## src/rtl/frsd_pkg.sv

```systemverilog
// Shared types and constants of the frame-rate slowdown detector.
package frsd_pkg;

  localparam logic [47:0] T48_MAX        = 48'hFFFF_FFFF_FFFF;
  localparam logic [47:0] GAP_US         = 48'd30000000;
  localparam logic [47:0] SEV_RECENT_US  = 48'd2000000;
  localparam logic [63:0] FPS_SCALE      = 64'd1000000000;
  localparam logic [30:0] FPS_MAX        = 31'h7FFF_FFFF;

  localparam logic [1:0] MODE_DISABLED  = 2'd0;
  localparam logic [1:0] MODE_ARMED     = 2'd1;
  localparam logic [1:0] MODE_CAPTURING = 2'd2;
  localparam logic [1:0] MODE_COOLDOWN  = 2'd3;

  localparam logic [2:0] REG_ENABLE   = 3'd0;
  localparam logic [2:0] REG_WINLEN   = 3'd1;
  localparam logic [2:0] REG_SEVERE   = 3'd2;
  localparam logic [2:0] REG_SLOWPCT  = 3'd3;
  localparam logic [2:0] REG_ABSSLOW  = 3'd4;
  localparam logic [2:0] REG_CAPLEN   = 3'd5;
  localparam logic [2:0] REG_COOLLEN  = 3'd6;
  localparam logic [2:0] REG_SUPPLEN  = 3'd7;

  // Commands from the controller to the datapath.
  typedef struct packed {
    logic load;       // register the accepted word
    logic pre;        // apply gap, setting, tag and severe updates
    logic div_start;  // start the fps division and decide whether the window closes
    logic fin;        // finish window and mode update
  } frsd_cmd_t;

  // Status from the datapath to the controller.
  typedef struct packed {
    logic div_busy;
  } frsd_sts_t;

endpackage

```

## src/rtl/frsd_div.sv

```systemverilog
// Serial restoring divider, one quotient bit per cycle.
module frsd_div (
  input  logic        clk,
  input  logic        rst_n,
  input  logic        start,
  input  logic [63:0] dividend,
  input  logic [47:0] divisor,
  output logic        busy,
  output logic [63:0] quotient
);
  logic [63:0] q_r, q_nxt;
  logic [48:0] rem_r, rem_nxt;
  logic [47:0] dvs_r, dvs_nxt;
  logic [6:0]  cnt_r, cnt_nxt;
  logic [48:0] sh;

  always_comb begin
    q_nxt = q_r;
    rem_nxt = rem_r;
    dvs_nxt = dvs_r;
    cnt_nxt = cnt_r;
    sh = {rem_r[47:0], q_r[63]};
    if (start) begin
      q_nxt = dividend;
      rem_nxt = '0;
      dvs_nxt = divisor;
      cnt_nxt = 7'd64;
    end else if (cnt_r != 7'd0) begin
      cnt_nxt = cnt_r - 7'd1;
      if (sh >= {1'b0, dvs_r}) begin
        rem_nxt = sh - {1'b0, dvs_r};
        q_nxt = {q_r[62:0], 1'b1};
      end else begin
        rem_nxt = sh;
        q_nxt = {q_r[62:0], 1'b0};
      end
    end
  end

  always_ff @(posedge clk) begin
    if (!rst_n) begin
      cnt_r <= '0;
    end else begin
      cnt_r <= cnt_nxt;
    end
    q_r <= q_nxt;
    rem_r <= rem_nxt;
    dvs_r <= dvs_nxt;
  end

  assign busy = (cnt_r != 7'd0);
  assign quotient = q_r;
endmodule

```

## src/rtl/frsd_ctrl.sv

```systemverilog
// Sequencing controller of the frame-rate slowdown detector.
module frsd_ctrl (
  input  logic              clk,
  input  logic              rst_n,
  input  logic              in_valid,
  output logic              in_stall,
  output logic              out_valid,
  input  logic              out_stall,
  input  frsd_pkg::frsd_sts_t sts,
  output frsd_pkg::frsd_cmd_t cmd
);
  typedef enum logic [2:0] {S_IDLE, S_PRE, S_START, S_WAIT, S_FIN, S_OUT} state_t;
  state_t state_r, state_nxt;
  logic   ov_r, ov_nxt;

  always_comb begin
    state_nxt = state_r;
    ov_nxt = ov_r;
    cmd = '0;
    if (ov_r && !out_stall) ov_nxt = 1'b0;
    case (state_r)
      S_IDLE: begin
        if (in_valid) begin
          cmd.load = 1'b1;
          state_nxt = S_PRE;
        end
      end
      S_PRE: begin
        cmd.pre = 1'b1;
        state_nxt = S_START;
      end
      S_START: begin
        cmd.div_start = 1'b1;
        state_nxt = S_WAIT;
      end
      S_WAIT: begin
        if (!sts.div_busy) state_nxt = S_FIN;
      end
      S_FIN: begin
        if (!ov_r || !out_stall) begin
          cmd.fin = 1'b1;
          ov_nxt = 1'b1;
          state_nxt = S_IDLE;
        end
      end
      default: state_nxt = S_IDLE;
    endcase
  end

  always_ff @(posedge clk) begin
    if (!rst_n) begin
      state_r <= S_IDLE;
      ov_r <= 1'b0;
    end else begin
      state_r <= state_nxt;
      ov_r <= ov_nxt;
    end
  end

  assign in_stall = (state_r != S_IDLE);
  assign out_valid = ov_r;
endmodule

```

## src/rtl/frsd_dp.sv

```systemverilog
// Datapath of the frame-rate slowdown detector: state, window math and mode.
module frsd_dp #(
  parameter int SEVERE_HISTORY = 3
) (
  input  logic        clk,
  input  logic        rst_n,
  input  frsd_pkg::frsd_cmd_t cmd,
  output frsd_pkg::frsd_sts_t sts,
  input  logic        cfg_we,
  input  logic [2:0]  cfg_index,
  input  logic [31:0] cfg_wdata,
  input  logic [47:0] in_end_time_us,
  input  logic [30:0] in_total_time_us,
  input  logic [30:0] in_wait_time_us,
  input  logic [9:0]  in_max_fps,
  input  logic        in_vsync_on,
  input  logic [15:0] in_context_tag,
  output logic        out_window_closed,
  output logic        out_window_event,
  output logic        out_trigger_event,
  output logic        out_trigger_was_severe,
  output logic        out_capture_end_event,
  output logic [30:0] out_window_fps_milli,
  output logic [30:0] out_target_fps_milli,
  output logic [31:0] out_capture_count,
  output logic [1:0]  out_mode
);
  // Configuration registers.
  logic [31:0] winlen_r, sevthr_r, caplen_r, coollen_r, supplen_r;
  logic [6:0]  slowpct_r;
  logic [30:0] absslow_r;

  // Latched input word.
  logic [47:0] now_r;
  logic [30:0] busy_r;
  logic [9:0]  mfps_r;
  logic        vs_r;
  logic [15:0] tag_r;

  // Detector state.
  logic [1:0]  mode_r, mode_nxt;
  logic [47:0] last_r, last_nxt;
  logic [9:0]  smf_r, smf_nxt;
  logic        svs_r, svs_nxt;
  logic [15:0] stag_r, stag_nxt;
  logic        stv_r, stv_nxt;
  logic [47:0] supp_r, supp_nxt;
  logic [30:0] base_r, base_nxt;
  logic [1:0]  swc_r, swc_nxt;
  logic [47:0] sev_r [SEVERE_HISTORY];
  logic [47:0] sev_nxt [SEVERE_HISTORY];
  logic [47:0] ws_r, ws_nxt;
  logic [31:0] wf_r, wf_nxt;
  logic [30:0] lwf_r, lwf_nxt;
  logic [30:0] lwe_r, lwe_nxt;
  logic [31:0] cc_r, cc_nxt;
  logic [47:0] ce_r, ce_nxt;
  logic [47:0] cde_r, cde_nxt;
  logic        sflag_r, sflag_nxt;
  logic        close_r, close_nxt;
  logic        fin_o_r, wev_o_r, trg_o_r, cend_o_r;
  logic        fin_o_nxt, wev_o_nxt, trg_o_nxt, cend_o_nxt;

  logic        div_busy;
  logic [63:0] quot;
  logic [47:0] span;
  logic [47:0] need;

  function automatic logic [47:0] add48(input logic [47:0] t, input logic [31:0] len);
    logic [48:0] s;
    s = {1'b0, t} + {17'd0, len};
    return s[48] ? frsd_pkg::T48_MAX : s[47:0];
  endfunction

  assign span = now_r - ws_r;
  assign need = (winlen_r == 32'd0) ? 48'd1 : {16'd0, winlen_r};

  frsd_div u_div (
    .clk      (clk),
    .rst_n    (rst_n),
    .start    (cmd.div_start),
    .dividend ({32'd0, wf_r} * frsd_pkg::FPS_SCALE),
    .divisor  (span),
    .busy     (div_busy),
    .quotient (quot)
  );
  assign sts.div_busy = div_busy;

  logic [30:0] fps;
  logic [30:0] expct;
  logic [40:0] fps100;
  logic [37:0] expsl;
  logic [19:0] cap1000;
  logic [47:0] s0;
  logic        sev_hit;
  logic [1:0]  md;
  logic [1:0]  swc_t;

  always_comb begin
    mode_nxt = mode_r; last_nxt = last_r; smf_nxt = smf_r; svs_nxt = svs_r;
    stag_nxt = stag_r; stv_nxt = stv_r; supp_nxt = supp_r; base_nxt = base_r;
    swc_nxt = swc_r; ws_nxt = ws_r; wf_nxt = wf_r; lwf_nxt = lwf_r;
    lwe_nxt = lwe_r; cc_nxt = cc_r; ce_nxt = ce_r; cde_nxt = cde_r;
    sflag_nxt = sflag_r; close_nxt = close_r;
    fin_o_nxt = fin_o_r; wev_o_nxt = wev_o_r; trg_o_nxt = trg_o_r;
    cend_o_nxt = cend_o_r;
    for (int i = 0; i < SEVERE_HISTORY; i++) sev_nxt[i] = sev_r[i];
    fps = (quot > {33'd0, frsd_pkg::FPS_MAX}) ? frsd_pkg::FPS_MAX : quot[30:0];
    cap1000 = smf_r * 10'd1000;
    expct = base_r;
    if (!svs_r && smf_r != 10'd0) begin
      if (expct == 31'd0 || expct > {11'd0, cap1000}) expct = {11'd0, cap1000};
    end
    fps100 = fps * 10'd100;
    expsl = expct * slowpct_r;
    s0 = sev_r[0];
    sev_hit = 1'b0;
    md = mode_r;
    swc_t = swc_r;

    if (cmd.pre) begin
      close_nxt = 1'b0;
      if (mode_r != frsd_pkg::MODE_DISABLED) begin
        if (last_r != 48'd0 && now_r >= last_r && now_r - last_r >= frsd_pkg::GAP_US) begin
          swc_nxt = 2'd0;
          for (int i = 0; i < SEVERE_HISTORY; i++) sev_nxt[i] = '0;
          ws_nxt = now_r;
          wf_nxt = '0;
        end
        last_nxt = now_r;
        if (mfps_r != smf_r || vs_r != svs_r) begin
          base_nxt = '0;
          swc_nxt = 2'd0;
          smf_nxt = mfps_r;
          svs_nxt = vs_r;
          supp_nxt = add48(now_r, supplen_r);
          for (int i = 0; i < SEVERE_HISTORY; i++) sev_nxt[i] = '0;
          ws_nxt = now_r;
          wf_nxt = '0;
        end
        if (!stv_r || tag_r != stag_r) begin
          stag_nxt = tag_r;
          stv_nxt = 1'b1;
          supp_nxt = add48(now_r, supplen_r);
          swc_nxt = 2'd0;
        end
        if ({1'b0, busy_r} >= sevthr_r) begin
          for (int i = 0; i + 1 < SEVERE_HISTORY; i++) sev_nxt[i] = sev_nxt[i + 1];
          sev_nxt[SEVERE_HISTORY - 1] = now_r;
        end
        if (ws_nxt == 48'd0) ws_nxt = now_r;
        if (wf_nxt != 32'hFFFF_FFFF) wf_nxt = wf_nxt + 32'd1;
      end
    end

    if (cmd.div_start) begin
      close_nxt = (mode_r != frsd_pkg::MODE_DISABLED) && now_r >= ws_r &&
                  wf_r != 32'd0 && span >= need;
    end

    // Event flags change only here, so a waiting result word stays intact.
    if (cmd.fin) begin
      fin_o_nxt = 1'b0; wev_o_nxt = 1'b0; trg_o_nxt = 1'b0; cend_o_nxt = 1'b0;
      if (mode_r != frsd_pkg::MODE_DISABLED) begin
        if (close_r) begin
          lwf_nxt = fps;
          lwe_nxt = expct;
          if ({1'b0, fps} < {1'b0, absslow_r}) swc_t = 2'd2;
          else if (expct != 31'd0 && {7'd0, fps100} < {10'd0, expsl}) begin
            if (swc_t != 2'd3) swc_t = swc_t + 2'd1;
          end else swc_t = 2'd0;
          if (fps > base_r) base_nxt = fps;
          ws_nxt = now_r;
          wf_nxt = '0;
        end
        fin_o_nxt = close_r;
        wev_o_nxt = close_r && mode_r == frsd_pkg::MODE_CAPTURING;
        if (mode_r == frsd_pkg::MODE_CAPTURING && now_r >= ce_r) begin
          md = frsd_pkg::MODE_COOLDOWN;
          cde_nxt = add48(now_r, coollen_r);
          cend_o_nxt = 1'b1;
        end else if (mode_r == frsd_pkg::MODE_COOLDOWN && now_r >= cde_r) begin
          md = frsd_pkg::MODE_ARMED;
          swc_t = 2'd0;
        end
        if (md == frsd_pkg::MODE_ARMED && now_r >= supp_r) begin
          sev_hit = s0 != 48'd0 &&
                    (now_r < s0 || now_r - s0 <= frsd_pkg::SEV_RECENT_US);
          if (swc_t >= 2'd2 || sev_hit) begin
            md = frsd_pkg::MODE_CAPTURING;
            cc_nxt = cc_r + 32'd1;
            ce_nxt = add48(now_r, caplen_r);
            sflag_nxt = (swc_t < 2'd2);
            swc_t = 2'd0;
            trg_o_nxt = 1'b1;
          end
        end
        mode_nxt = md;
        swc_nxt = swc_t;
      end
    end
  end

  always_ff @(posedge clk) begin
    if (cmd.load) begin
      now_r  <= in_end_time_us;
      busy_r <= (in_total_time_us > in_wait_time_us) ?
                in_total_time_us - in_wait_time_us : 31'd0;
      mfps_r <= in_max_fps;
      vs_r   <= in_vsync_on;
      tag_r  <= in_context_tag;
    end
    if (!rst_n) begin
      winlen_r <= 32'd1000000;
      sevthr_r <= 32'd100000;
      slowpct_r <= 7'd70;
      absslow_r <= 31'd8000;
      caplen_r <= 32'd60000000;
      coollen_r <= 32'd300000000;
      supplen_r <= 32'd3000000;
    end else if (cfg_we) begin
      case (cfg_index)
        frsd_pkg::REG_WINLEN:  winlen_r <= cfg_wdata;
        frsd_pkg::REG_SEVERE:  sevthr_r <= cfg_wdata;
        frsd_pkg::REG_SLOWPCT: slowpct_r <= cfg_wdata[6:0];
        frsd_pkg::REG_ABSSLOW: absslow_r <= cfg_wdata[30:0];
        frsd_pkg::REG_CAPLEN:  caplen_r <= cfg_wdata;
        frsd_pkg::REG_COOLLEN: coollen_r <= cfg_wdata;
        frsd_pkg::REG_SUPPLEN: supplen_r <= cfg_wdata;
        default: ;
      endcase
    end
    if (!rst_n || (cfg_we && cfg_index == frsd_pkg::REG_ENABLE && !cfg_wdata[0])) begin
      mode_r <= frsd_pkg::MODE_DISABLED;
      last_r <= '0; smf_r <= '0; svs_r <= 1'b0; stag_r <= '0; stv_r <= 1'b0;
      supp_r <= '0; base_r <= '0; swc_r <= '0; ws_r <= '0; wf_r <= '0;
      lwf_r <= '0; lwe_r <= '0; cc_r <= '0; ce_r <= '0; cde_r <= '0;
      sflag_r <= 1'b0; close_r <= 1'b0;
      fin_o_r <= 1'b0; wev_o_r <= 1'b0; trg_o_r <= 1'b0; cend_o_r <= 1'b0;
      for (int i = 0; i < SEVERE_HISTORY; i++) sev_r[i] <= '0;
    end else begin
      mode_r <= (cfg_we && cfg_index == frsd_pkg::REG_ENABLE &&
                 mode_r == frsd_pkg::MODE_DISABLED) ? frsd_pkg::MODE_ARMED : mode_nxt;
      last_r <= last_nxt; smf_r <= smf_nxt; svs_r <= svs_nxt; stag_r <= stag_nxt;
      stv_r <= stv_nxt; supp_r <= supp_nxt; base_r <= base_nxt; swc_r <= swc_nxt;
      ws_r <= ws_nxt; wf_r <= wf_nxt; lwf_r <= lwf_nxt; lwe_r <= lwe_nxt;
      cc_r <= cc_nxt; ce_r <= ce_nxt; cde_r <= cde_nxt; sflag_r <= sflag_nxt;
      close_r <= close_nxt;
      fin_o_r <= fin_o_nxt; wev_o_r <= wev_o_nxt; trg_o_r <= trg_o_nxt;
      cend_o_r <= cend_o_nxt;
      for (int i = 0; i < SEVERE_HISTORY; i++) sev_r[i] <= sev_nxt[i];
    end
  end

  // Result fields hold steady after the word is produced until the next one.
  assign out_window_closed      = fin_o_r;
  assign out_window_event       = wev_o_r;
  assign out_trigger_event      = trg_o_r;
  assign out_trigger_was_severe = sflag_r;
  assign out_capture_end_event  = cend_o_r;
  assign out_window_fps_milli   = lwf_r;
  assign out_target_fps_milli   = lwe_r;
  assign out_capture_count      = cc_r;
  assign out_mode               = mode_r;
endmodule

```

## src/rtl/frame_rate_slowdown_detector.sv

```systemverilog
// Frame-rate slowdown detector: one result word per frame word, one word at a time.
// From input acceptance to out_valid the word passes through load, state update, divider
// start, 64 serial divider steps, a check that the divider is idle, and the final step.
// No new word is taken until the last is done; a stalled result delays only the final step.
// Reset (rst_n low, synchronous) clears all detector state, restores register defaults and
// leaves the detector disabled; clearing enable returns the state to reset too.
module frame_rate_slowdown_detector #(
  parameter int SEVERE_HISTORY = 3
) (
  input  logic        clk,
  input  logic        rst_n,
  input  logic        cfg_we,
  input  logic [2:0]  cfg_index,
  input  logic [31:0] cfg_wdata,
  input  logic        in_valid,
  output logic        in_stall,
  input  logic [47:0] in_end_time_us,
  input  logic [30:0] in_total_time_us,
  input  logic [30:0] in_wait_time_us,
  input  logic [9:0]  in_max_fps,
  input  logic        in_vsync_on,
  input  logic [15:0] in_context_tag,
  output logic        out_valid,
  input  logic        out_stall,
  output logic        out_window_closed,
  output logic        out_window_event,
  output logic        out_trigger_event,
  output logic        out_trigger_was_severe,
  output logic        out_capture_end_event,
  output logic [30:0] out_window_fps_milli,
  output logic [30:0] out_target_fps_milli,
  output logic [31:0] out_capture_count,
  output logic [1:0]  out_mode
);
  frsd_pkg::frsd_cmd_t cmd;
  frsd_pkg::frsd_sts_t sts;

  // The controller sequences load, state update, division and the final step.
  frsd_ctrl u_ctrl (
    .clk       (clk),
    .rst_n     (rst_n),
    .in_valid  (in_valid),
    .in_stall  (in_stall),
    .out_valid (out_valid),
    .out_stall (out_stall),
    .sts       (sts),
    .cmd       (cmd)
  );

  // The datapath holds all detector state and the divider.
  frsd_dp #(.SEVERE_HISTORY(SEVERE_HISTORY)) u_dp (
    .clk                    (clk),
    .rst_n                  (rst_n),
    .cmd                    (cmd),
    .sts                    (sts),
    .cfg_we                 (cfg_we),
    .cfg_index              (cfg_index),
    .cfg_wdata              (cfg_wdata),
    .in_end_time_us         (in_end_time_us),
    .in_total_time_us       (in_total_time_us),
    .in_wait_time_us        (in_wait_time_us),
    .in_max_fps             (in_max_fps),
    .in_vsync_on            (in_vsync_on),
    .in_context_tag         (in_context_tag),
    .out_window_closed      (out_window_closed),
    .out_window_event       (out_window_event),
    .out_trigger_event      (out_trigger_event),
    .out_trigger_was_severe (out_trigger_was_severe),
    .out_capture_end_event  (out_capture_end_event),
    .out_window_fps_milli   (out_window_fps_milli),
    .out_target_fps_milli   (out_target_fps_milli),
    .out_capture_count      (out_capture_count),
    .out_mode               (out_mode)
  );
endmodule
```

## config.mk

```make
export PLATFORM = sky130hd
export DESIGN_NAME = frame_rate_slowdown_detector
export DESIGN_NICKNAME = d
export VERILOG_FILES = /design/src/rtl/frsd_pkg.sv /design/src/rtl/frsd_div.sv /design/src/rtl/frsd_ctrl.sv /design/src/rtl/frsd_dp.sv /design/src/rtl/frame_rate_slowdown_detector.sv
export SDC_FILE = /design/constraint.sdc
export NUM_CORES = 2
export LEC_CHECK = 0
export ABC_AREA = 1
export ABC_CLOCK_PERIOD_IN_PS = 15800
export BUFFER_PORTS_ARGS = -buffer_cell sky130_fd_sc_hd__buf_2
export CAP_MARGIN = 10
export CORE_AREA = 4 4 463 465
export CTS_BUF_LIST = sky130_fd_sc_hd__clkbuf_4
export CTS_CLUSTER_DIAMETER = 120
export DETAILED_ROUTE_END_ITERATION = 8
export DIE_AREA = 0 0 467 469
export GPL_TIMING_DRIVEN = 1
export PLACE_DENSITY = 0.7
export SYNTH_ARGS = -nofsm -noshare
export SYNTH_HDL_FRONTEND = slang
export SYNTH_SLANG_ARGS = --single-unit
```

## constraint.sdc

```tcl
create_clock -name clk -period 15.8 [get_ports clk]
set_input_delay 0 -clock clk [delete_from_list [all_inputs] [get_ports clk]]
set_output_delay 0 -clock clk [all_outputs]
set_load 0.01 [all_outputs]
```

==> results.txt <==
----------------------------------------------------
[Logic synthesis]
  Register bit total from synthesis ... 1054
  Top-area cell type share of the netlist area ... 0.180
  Synth top area cells ... sky130_fd_sc_hd__dfxtp_1 18%, sky130_fd_sc_hd__ha_1 15%, sky130_fd_sc_hd__fa_1 11%
  Yosys cell types ... 65
  FFs w/ async S/R, synth ... 0
  Synthesized cell area ... 0.0940 mm²
  Instance count of the mapped netlist ... 12700
  Post-Synthesis Mean Instance Area ... 7.41 µm²
  Syn_nets ... 14500
  Most used flip-flop cell after synthesis ... sky130_fd_sc_hd__dfxtp_1
  Cell taking the most area after synthesis ... sky130_fd_sc_hd__dfxtp_1
  Number of warning messages in the yosys log ... 0
  Register area share after synthesis ... 0.246
  Number of enable-type register cells in the synthesized netlist ... 207

[Worst setup path]
  Capturing element type of the critical path ... flip-flop
  Required @ worst endpoint ... 17050 ps
  Master of the slowest instance on the critical path ... sky130_fd_sc_hd__dfxtp_1
  Crit-path most repeated cell ... sky130_fd_sc_hd__nand2_1
  Worst path arrival time ... 15870 ps
  Worst path max stage delay ... 570 ps
  Path type of the worst setup path ... flip-flop to flip-flop
  Crit-path max FO ... 88
  Launching element type of the critical path ... flip-flop
  Startpoint of the worst-slack reg-to-reg timing path ... u_dp.smf_r[0]
  Worst setup path startpoint ... u_dp.smf_r[0]

[Pwr]
  Total power divided by cell area ... 114 mW/mm²
  Max IR drop VDD ... 0.000162 V
  Static leakage power ... 50.2 nW

[Run status]
  Failing checks ... design-rule violations
  Run status ... finished with violations

[Place]
  Placed Area ... 0.0985 mm²
  Routability congestion estimate from global placement ... 0.988
  Post-detail-place hpwl ... 231 mm
  Buffers added on ports ... 279
  Worst setup slack after placement ... 840 ps

[Floorplan]
  Top-level I/O count ... 280
  Die outline height ... 469 µm
  Die Area ... 0.219 mm²
  Starting utilization of the core area ... 0.449
  Core area ... 0.210 mm²
  Floorplan row count ... 168
  Width of the die ... 467 µm

[Detailed routing]
  Number of vias after detailed routing ... 91800
  Routed WL per cell ... 19.8 µm
  Count of TritonRoute iterations in the first routing pass ... 9
  # DRC ... 15
  Final WL ... 327 mm
  Via count normalized by instance count ... 5.55
  Count of nets left with antenna violations after detail routing ... 0
  Initial DRC count ... 8753

[Timing]
  Clock Skew ... 187 ps
  Setup violation total in the final timing report ... 0
  Fin. Hold Viols ... 0
  Final Max Tran Viols ... 0
  Final worst hold slack ... 119 ps
  Share of the clock period used by the worst path ... 0.925
  Final min period ... 14620 ps
  Post-route setup TNS ... 0 ps
  RSZ-0062 raised after global routing ... false
  Final worst slack ... 1180 ps
  Slew at the pin with the worst max-slew slack ... 1180 ps
  Max-slew headroom ... 0.214
  Upper clock frequency limit ... 68.4 MHz

[Layout]
  Layout Utilization ... 0.512
  Final nets ... 15300
  Share of layout cells above drive strength 1 ... 0.0734
  Multi-input logic area ... 0.0619 mm²
  Area growth from synthesis to layout ... 14.0%
  Sequential Area ... 0.0232 mm²
  Non-Filler Cell Area, Final ... 0.107 mm²
  Fill cell instance count of the final layout ... 20200

[GRT]
  All-layer global routing usage ... 0.290
  Global-route wire length before repair ... 501 mm
  Number of antenna violations at the first check in global routing ... 23
  Pin count of the biggest net entering global routing ... 205
  Vias in the first global route ... 87700
  Sum of overflow across all layers after global routing ... 0

[Clocking]
  CTS sink count ... 1054
  Maximum root-to-sink buffer count ... 4
  Post-CTS setup repair buffer count ... 0
  Insertion delay to the later sink of the worst-skew pair ... 1360 ps
  TritonCTS clock tree ... yes
  TritonCTS Buffers ... 308
  Clock Tree Root ... sky130_fd_sc_hd__clkbuf_4
  Clock-pin slew on the worst setup and hold paths ... 80 ps
  CTS HTree Levels ... 5

[Worst hold path]
  Launch point of the worst hold path ... cfg_wdata[0]
  Worst min-delay path category ... input pin to flip-flop

[Flow run]
  Reported max-cap violation count ... 0

----------------------------------------------------
[flip-flops by register name, indices dropped and copies added (netlist names), 48 cells and up]
signal and count:
u_dp.u_div.rem_r 48, u_dp.supp_r 48, u_dp.cde_r 48, u_dp.last_r 48, u_dp.u_div.dvs_r 48, u_dp.u_div.quotient 64, u_dp.ws_r 48, u_dp.now_r 48
u_dp.sev_r 144, u_dp.ce_r 48
[routing by layer]
metal,GRT usage,part of all wire,vias to the layer above
met5,0,0.00014,-
met4,0.145,0.056,6
met3,0.0599,0.097,1130
met2,0.450,0.43,4328
met1,0.384,0.41,42500
li1,-,-,43800
[power breakdown]
| part | internal [W] | switching, W |
|---|---|---|
| Combinational | 0.00210 | 0.00410 |
| Clock | 0.00131 | 0.00130 |
| Sequential | 0.00321 | 0.000226 |
| Total | 0.00662 | 0.00563 |
[cells in the mapped netlist (all sizes together), types with 120 or more instances]
cell type	count
nand3	420
a31oi	120
fa	519
xnor2	153
nand4	226
nor2	1291
edfxtp	207
inv	1995
clkbuf	312
nand2	2238
ha	1124
nor3	125
a21oi	1235
xor2	257
dfxtp	847
o21ai	888
[worst max-delay path: cells and delay by family, from the launching register on]
family	cells	cell delay [ps]
compound gates	14	3450
xor+xnor	2	280
fa+ha+maj	12	5410
buf+inv	10	1440
flops	1	570
simple gates	26	3360
[logic make-up after synthesis]
kind of cell	count (synthesis)	synth area share
xor gates and xnor gates	410	0.0382
adders and majority gates	1643	0.260
AOI/OAI and AO/OA	2699	0.159
buffers and inverters	2408	0.0974
DFF	1054	0.246
and+or+nand+nor	4476	0.199
[layout make-up]
class / count / share of cell area
multi-input cells: 9229 / 0.577
flip-flops and latches: 1054 / 0.216
inverters: 2011 / 0.0706
repair buffers: 903 / 0.0687
well taps: 2805 / 0.0327
clock buffers: 438 / 0.0307
clock inverters: 88 / 0.00377
diodes: 19 / 0.000443
[metrics by stage]
step	std cells	total power, W
after floorplan	12700	0.00765
after global placement	15500	0.00932
after detailed placement	15500	0.00938
after CTS	16500	0.0121
after global routing	16500	0.0131
final	16500	0.0122
[what timing repair did]
| item | in CTS | in global routing |
|---|---|---|
| hold buffers | 489 | 0 |
| resized for setup | 0 | 3 |
| setup endpoints to repair | 0 | 85 |
| hold endpoints to repair | 730 | 0 |
[layout by cell type, fill, tap and decap left out, types with 31 or more instances in the layout]
cell type,Yosys,routed
sky130_fd_sc_hd__nand2_1,2228,2225
sky130_fd_sc_hd__inv_1,1989,1984
sky130_fd_sc_hd__nor2_1,1272,1259
sky130_fd_sc_hd__a21oi_1,1235,1234
sky130_fd_sc_hd__ha_1,1124,1124
sky130_fd_sc_hd__o21ai_0,850,850
sky130_fd_sc_hd__dfxtp_1,847,847
sky130_fd_sc_hd__fa_1,519,519
sky130_fd_sc_hd__dlygate4sd3_1,0,488
sky130_fd_sc_hd__clkbuf_4,0,438
sky130_fd_sc_hd__nand3_1,418,417
sky130_fd_sc_hd__buf_2,48,278
sky130_fd_sc_hd__xor2_1,257,257
sky130_fd_sc_hd__nand4_1,226,226
sky130_fd_sc_hd__edfxtp_1,207,207
sky130_fd_sc_hd__xnor2_1,153,153
sky130_fd_sc_hd__buf_4,3,131
sky130_fd_sc_hd__nor3_1,122,121
sky130_fd_sc_hd__a31oi_1,120,119
sky130_fd_sc_hd__o211ai_1,89,89
sky130_fd_sc_hd__nor4_1,86,86
sky130_fd_sc_hd__clkinv_1,16,79
sky130_fd_sc_hd__a211oi_1,65,65
sky130_fd_sc_hd__a221oi_1,60,60
sky130_fd_sc_hd__o21a_1,55,55
sky130_fd_sc_hd__or2_2,40,40
sky130_fd_sc_hd__o21ai_1,37,36
sky130_fd_sc_hd__a21boi_0,35,35
sky130_fd_sc_hd__o221ai_1,31,31
[worst paths after layout]
check | depth (start not counted) | slack (ps) | to
setup / recovery | 64 | 1180 | u_dp.ce_r[47]
hold / removal | 5 | 120 | u_dp.out_capture_count[2]
setup reg to reg | 64 | 1180 | u_dp.ce_r[47]
hold reg to reg | 1 | 440 | u_dp.u_div.cnt_r[0]
Note: power is estimated with default switching activity, not from simulation.
